**config.mk**
```make
export PLATFORM = sky130hd
export DESIGN_NAME = qcci_fifo
export DESIGN_NICKNAME = d
export VERILOG_FILES = /design/src/design/qcci_pkg.sv /design/src/design/qcci_fifo.sv
export SDC_FILE = /design/constraint.sdc
export NUM_CORES = 1
export LEC_CHECK = 0
export ABC_AREA = 1
export BUFFER_PORTS_ARGS = -buffer_cell sky130_fd_sc_hd__buf_4
export CAP_MARGIN = 20
export CORE_ASPECT_RATIO = 0.9
export CORE_MARGIN = 3
export CORE_UTILIZATION = 45
export CTS_CLUSTER_SIZE = 10
export DETAILED_ROUTE_END_ITERATION = 7
export PLACE_DENSITY = 0.73
export SYNTH_ARGS = -nofsm -noshare
export SYNTH_HDL_FRONTEND = slang
export SYNTH_SLANG_ARGS = --single-unit
export TNS_END_PERCENT = 30
```
**constraint.sdc**
```tcl
create_clock -name clk -period 10.63 [get_ports clk]
set_input_delay 0.5315 -clock clk [delete_from_list [all_inputs] [get_ports clk]]
set_output_delay 0.5315 -clock clk [all_outputs]
set_load 0.05 [all_outputs]
```
**src/design/qcci_pkg.sv**
```systemverilog
package qcci_pkg;

	// Block configuration
	localparam int BARREL_COUNTERS  = 176;
	localparam int ENDCAP_COUNTERS  = 96;
	localparam int COEF_FRAC_BITS   = 32;
	localparam int CHARGE_FRAC_BITS = 16;

	// Field widths
	localparam int COEF_W    = 48;
	localparam int CHARGE_W  = 32;
	localparam int COUNTER_W = 8;
	localparam int SECTION_W = 2;
	localparam int CIDX_W    = 2;

	// Coefficient store address widths
	localparam int EC_AW = (ENDCAP_COUNTERS > 1) ? $clog2(ENDCAP_COUNTERS) : 1;
	localparam int BR_AW = (BARREL_COUNTERS > 1) ? $clog2(BARREL_COUNTERS) : 1;

	// Common scale of all terms
	localparam int S_COMMON = (COEF_FRAC_BITS >= CHARGE_FRAC_BITS) ? COEF_FRAC_BITS
		: CHARGE_FRAC_BITS;
	localparam int SA = S_COMMON - COEF_FRAC_BITS;
	localparam int SQ = S_COMMON - CHARGE_FRAC_BITS;

	// Datapath widths
	localparam int AW   = COEF_W + 3 + SA;               // A = 5a, B = 5b, signed
	localparam int QW   = CHARGE_W + 1 + SQ;             // 2q on common scale
	localparam int MW   = ((AW > QW) ? AW : QW) + 1;     // C signed, all magnitudes
	localparam int HW   = (MW + 1) / 2;                  // multiplier half width
	localparam int PPW  = 2 * HW;                        // partial product width
	localparam int PW   = 2 * MW;                        // full product width
	localparam int DW   = PW + 3;                        // discriminant, signed
	localparam int SQIN = DW - 1;                        // discriminant magnitude
	localparam int RB   = SQIN / 2;                      // root bits
	localparam int RW   = RB + 2;                        // root remainder width
	localparam int NW   = ((RB + 1 > AW) ? RB + 1 : AW) + 1;  // N = root - B, signed
	localparam int NUMW = NW + CHARGE_FRAC_BITS + 1;     // rounded numerator
	localparam int DVW  = MW + 1;                        // divisor 2|A|
	localparam int QB   = 33;                            // quotient bits kept
	localparam int TW   = NUMW - QB;                     // numerator bits above quotient
	localparam int CMPW = (TW > DVW) ? TW : DVW;

	// Queue
	localparam int FIFO_DEPTH = 2;
	localparam int FA         = (FIFO_DEPTH > 1) ? $clog2(FIFO_DEPTH) : 1;

	// Edges from accept to the edge that takes the result
	localparam int LATENCY = RB + QB + 11;

	// Item kinds
	localparam logic KIND_CONV = 1'b0;
	localparam logic KIND_LOAD = 1'b1;

	// Sections
	localparam logic [SECTION_W-1:0] SEC_ENDCAP = 2'd0;
	localparam logic [SECTION_W-1:0] SEC_EAST   = 2'd1;
	localparam logic [SECTION_W-1:0] SEC_WEST   = 2'd2;

	// Coefficient indexes
	localparam logic [CIDX_W-1:0] CI_CONST = 2'd0;
	localparam logic [CIDX_W-1:0] CI_LIN   = 2'd1;
	localparam logic [CIDX_W-1:0] CI_QUAD  = 2'd2;

	// Status codes
	localparam logic [1:0] ST_OK    = 2'd0;
	localparam logic [1:0] ST_RANGE = 2'd1;
	localparam logic [1:0] ST_NEGD  = 2'd2;
	localparam logic [1:0] ST_ZEROA = 2'd3;

	function automatic logic [CHARGE_W-1:0] sat32(input longint v);
		logic [CHARGE_W-1:0] r;
		if (v > longint'(32'sh7FFF_FFFF)) begin
			r = 32'h7FFF_FFFF;
		end else if (v < -longint'(64'h8000_0000)) begin
			r = 32'h8000_0000;
		end else begin
			r = v[CHARGE_W-1:0];
		end
		return r;
	endfunction

	// Marker and error charges
	localparam longint ERR_L     = -999 * (longint'(1) << CHARGE_FRAC_BITS);
	localparam longint MARK_HI_L = 10000 * (longint'(1) << CHARGE_FRAC_BITS);
	localparam logic [CHARGE_W-1:0] ERR_VAL = sat32(ERR_L);

	// Per-item control carried down the pipe
	typedef struct packed {
		logic                valid;
		logic                done;
		logic [1:0]          status;
		logic [CHARGE_W-1:0] value;
	} ctl_t;

	// Item handed from front to back
	typedef struct packed {
		ctl_t                ctl;
		logic [COEF_W-1:0]   a;
		logic [COEF_W-1:0]   b;
		logic [COEF_W-1:0]   c0;
		logic [CHARGE_W-1:0] q;
	} fe_item_t;

	// Operands kept for the final division
	typedef struct packed {
		logic signed [AW-1:0] b;
		logic [MW-1:0]        mag_a;
		logic                 s_a;
	} carry_t;

endpackage

```
**src/design/qcci_fifo.sv**
```systemverilog
module qcci_fifo (
	input  logic               clk,
	input  logic               arst_n,
	input  qcci_pkg::fe_item_t push_item,
	output qcci_pkg::fe_item_t head,
	output logic               full
);

	qcci_pkg::fe_item_t mem_q [qcci_pkg::FIFO_DEPTH];
	logic [qcci_pkg::FA-1:0] wptr_q, rptr_q;
	logic [qcci_pkg::FA:0] cnt_q;
	logic push, pop;

	// The back end takes the head whenever there is one
	always_comb begin
		push = push_item.ctl.valid;
		pop  = (cnt_q != '0);
		full = (cnt_q == (qcci_pkg::FA + 1)'(qcci_pkg::FIFO_DEPTH));
		head = mem_q[rptr_q];
		head.ctl.valid = pop;
	end

	// Pointers and fill count
	always_ff @(posedge clk or negedge arst_n) begin
		if (!arst_n) begin
			wptr_q <= '0;
			rptr_q <= '0;
			cnt_q  <= '0;
		end else begin
			if (push) begin
				wptr_q <= (wptr_q == qcci_pkg::FA'(qcci_pkg::FIFO_DEPTH - 1)) ? '0
					: wptr_q + 1'b1;
			end
			if (pop) begin
				rptr_q <= (rptr_q == qcci_pkg::FA'(qcci_pkg::FIFO_DEPTH - 1)) ? '0
					: rptr_q + 1'b1;
			end
			cnt_q <= cnt_q + (qcci_pkg::FA + 1)'(push) - (qcci_pkg::FA + 1)'(pop);
		end
	end

	always_ff @(posedge clk) begin
		if (push) begin
			mem_q[wptr_q] <= push_item;
		end
	end

	// No item arrives at a full queue
	a_no_overflow: assert property (@(posedge clk) disable iff (!arst_n)
		push |-> !full)
		else $error("item pushed into full queue");

endmodule

```
### Yosys cells after proc, flatten, opt, wreduce, memory -nomap -nowiden

Memories as Yosys holds them, arrays and structs flattened.
Index checks and enable logic that the tools add are counted.

* register bits after elaboration: 4
* bits in writable memories: 424
* bits of input ports: 214
* output and inout port bits: 213
* word-level logic and storage cells: 14
* memories kept: 1

Memories
* mem_q: depth 2, bits a word 212, rd ports 1, clocked after memory_dff 0, wr ports 1, RTL line qcci_fifo.sv:9 `qcci_pkg::fe_item_t mem_q [qcci_pkg::FIFO_DEPTH];`

* add/sub/neg operators: 4
* equal/unequal tests: 1
* multiplexer cells: 4
* reductions and logical operators: 1

Operator list (count)
* two-way mux 1 bit: 4
* adder 1 bit, second input constant: 2
* adder 2 x 1 -> 2 bit: 1
* equality test 2 bit, second input constant: 1
* nonzero test 2 bit: 1
* subtractor 2 x 1 -> 2 bit: 1

### Logic depth before layout (Yosys ltp)

* word-level depth: 2
* mapped depth: 6
* gate-level depth less buffers: 5

### Least setup slack after synthesis

OpenSTA, ideal clock, no wires.

* kind: input to register
* start point: input push_item[211] (netlist name)
* end point: memory mem_q[0][0] (netlist name) (enable)
* library setup time: 0.792 ns
* arrival: 9.388 ns
* path slack: 0.450 ns
* stages on the path: 2
* cells stage by stage: inv_1 -> nor2_1

* cells in the longest elaborated chain, start to end: 2

RTL lines
* start, declared: RTL line qcci_fifo.sv:4 `input qcci_pkg::fe_item_t push_item,`
* two-way mux 1 bit: RTL line qcci_fifo.sv:43 `if (push) begin`
* two-way mux 1 bit (implied by the code): RTL line qcci_fifo.sv:44 `mem_q[wptr_q] <= push_item;`
* end, declared: RTL line qcci_fifo.sv:9

No other way between the ends.

==> metrics.txt <==
Max Cap Violations=0; PortBufs=roughly 430; Post-route DRC=0; Post-Syn Instances=approximately 1100; EDFF count, synth=between 400 and 500; Hold Path Class=in -> reg; count leader, synth=nand2_1; setup_tns=0 ns; Synth area leaders=edfxtp_1 81%, nand2_1 15%, buf_6 1.4%; layout cells sized above 1=between 30% and 40%; worst-case reg-to-reg path depth=3; setup violators final=0; Site Rows=between 60 and 70; Slew HR=around 25%; largest net degree at the start of global routing=134; post-layout min period=about 4 ns; detailed-router iteration count before antenna repair=5; WP data required=just over 10 ns; CP Capture Type=primary output; flip-flop and latch count after synthesis=around 430; clock sinks=426; RR Endpoint=mem_q[1][10]; post-synthesis cell area=between 15000 and 20000 µm²; synthesized area per cell=between 10 and 15 µm²; Slew Limit Fails=0; combinational cell fraction of total power=between 20 and 30%; die area=37000 µm²; FMAX=about 250 MHz; post-synthesis sequential area ratio=81.8%; routed vias/inst=just under 5; Syn Nets=1341; top cells by count, synth=639 x nand2_1, 422 x edfxtp_1, 23 x buf_2; Clock Root Buffer=clkbuf_16; final core occ=between 60% and 70%; post-synth top area cell=edfxtp_1; CP Class=reg -> out; clk slew on worst S/H paths=approximately 0.050 ns; gpl congestion=0.908; hold endpoint=mem_q[0][174]; DR WL/cell=about 19 µm; global-route usage over all layers=roughly a fifth; CTS Buffer Depth=3; final critical-path share of the clock period=between 30% and 40%; synth warn=0; clock share of power=~28%; clock latency on the worst-skew pair=0.53 ns; fill count=around 2600; async set-reset flop share out of synthesis=0.939%; reg2reg setup slack=about 7.7 ns; sw power=0.00183 W; number of global-route vias before repair=9820; Synth top area share=81.1%; I/O pin count=~430; CTS tree=built; final antenna-violating net count=0; clock skew=around 0.0085 ns; via total after detailed routing=roughly 9900; Cell variety after synth=13; H-tree levels=2; initial antenna violation count=3; Initial Util=approximately 46%; cell-internal power=around 0.0035 W; RSZ-0062 raised after global routing=false; Final Hold Viols=0; DRT iter0 DRCs=~600; antenna cells=0; ys flop type=edfxtp_1; hold_sp=push_item[174]; switch share=around a third; die height=approximately 180 µm; die width=between 200 and 250 µm; maximum vdd drop=roughly 0.32 mV; global route overflow=0; Reg-to-Reg Start=wptr_q; setup bufs post-CTS=0; Critical Path Source Type=register; crit-path max FO=~120; Hold WS=0.179 ns; CTS Buf Count=between 40 and 50; Sequential Power Share=a little over two fifths; core area=34100 µm²; outcome=complete, no violations; Routed WL=38.2 mm; Layout Nets=between 1500 and 2000; Leakage Power=between 8 and 9 nW; Syn-to-layout area delta=31.3%; Power Dens Cells=between 200 and 300 nW/µm²; post-detail-place hpwl=~25 mm; crit path DAT=~3.5 ns; Worst Tran Pin Value=roughly 1.1 ns; hold path cells=1; first-pass GRT wire length=~56 mm
==> state kept, by name, summed over array words and instances, names as in the netlist <==
signal  flops
cnt_q       2
wptr_q      1
rptr_q      1
mem_q     422
==> kinds of logic after synthesis <==
logic type / after synthesis / synth area share [%]
xor+xnor: 1 / 0.0561
flops: 426 / 81.8
compound gates: 1 / 0.0320
simple gates: 644 / 15.5
buf+inv: 53 / 2.56
fa+ha+maj: 1 / 0.0801
==> per-stage QoR <==
step | std cells | worst slack (ns) | instance area, µm² | power [W]
after floorplan | 1126 | 0.450 | 15600 | 0.00345
after global placement | 1973 | 7.21 | 19100 | 0.00387
after detailed placement | 1973 | 7.16 | 19100 | 0.00390
after CTS | 2036 | 6.53 | 20500 | 0.00538
after global routing | 2038 | 6.39 | 20500 | 0.00555
final | 2038 | 6.64 | 20500 | 0.00534
==> layout by cell type, fill, tap and decap left out, drive strengths merged <==
master       Yosys  routed
nand3b           1       1
clkbuf           0      59
nand2          639     639
dfrtp            4       4
xor2             1       1
o21ai            1       1
nor2             4       4
bufinv           0       3
ha               1       1
dlygate4sd3      0       1
edfxtp         422     422
inv              5       5
buf             48     435
==> final cells by class <==
type                    count  area, µm²  area share [%]
clock buffers              59       1260            6.16
clock inverters             3       90.1           0.439
multi-input cells         647       2450            12.0
repair buffers            436       3310            16.1
flip-flops and latches    426      12800            62.3
well taps                 462        578            2.82
inverters                   5       31.3           0.153
==> how the worst max path moves through the flow <==
stage                     cells past startpoint           start          end
after floorplan                               2  push_item[211]  mem_q[0][0]
after global placement                        5          rptr_q     head[89]
after detailed placement                      5          rptr_q     head[36]
after CTS                                     5          rptr_q     head[36]
after global routing                          5          rptr_q     head[21]
final                                         5          rptr_q     head[36]
==> critical path, cell delays in order, from the launching register on <==
cell     delay (ns)
dfrtp_4        0.67
inv_6          0.67
buf_4          0.91
nand2_1        0.16
nand2_1        0.17
buf_4          0.21
==> timing repair <==
item                                   CTS  global route
resized for setup                        0             0
endpoints found under the hold margin    4             0
hold buffers                             1             0
==> per-layer routing <==
metal,part of all wire [%],track usage (%)
met1,39,24.9
met2,48,32.1
met3,11,7.42
met4,2.7,6.10
met5,0.097,0
==> power by group through the flow <==
stage          logic (W)  clock network (W)  registers (W)
2_1_floorplan    0.00104                  0        0.00241
3_3_place_gp     0.00154                  0        0.00233
3_5_place_dp     0.00155                  0        0.00234
4_1_cts          0.00156            0.00151        0.00231
5_1_grt          0.00164            0.00158        0.00234
6_report         0.00155            0.00148        0.00231
(Power assumes the default switching activity.)
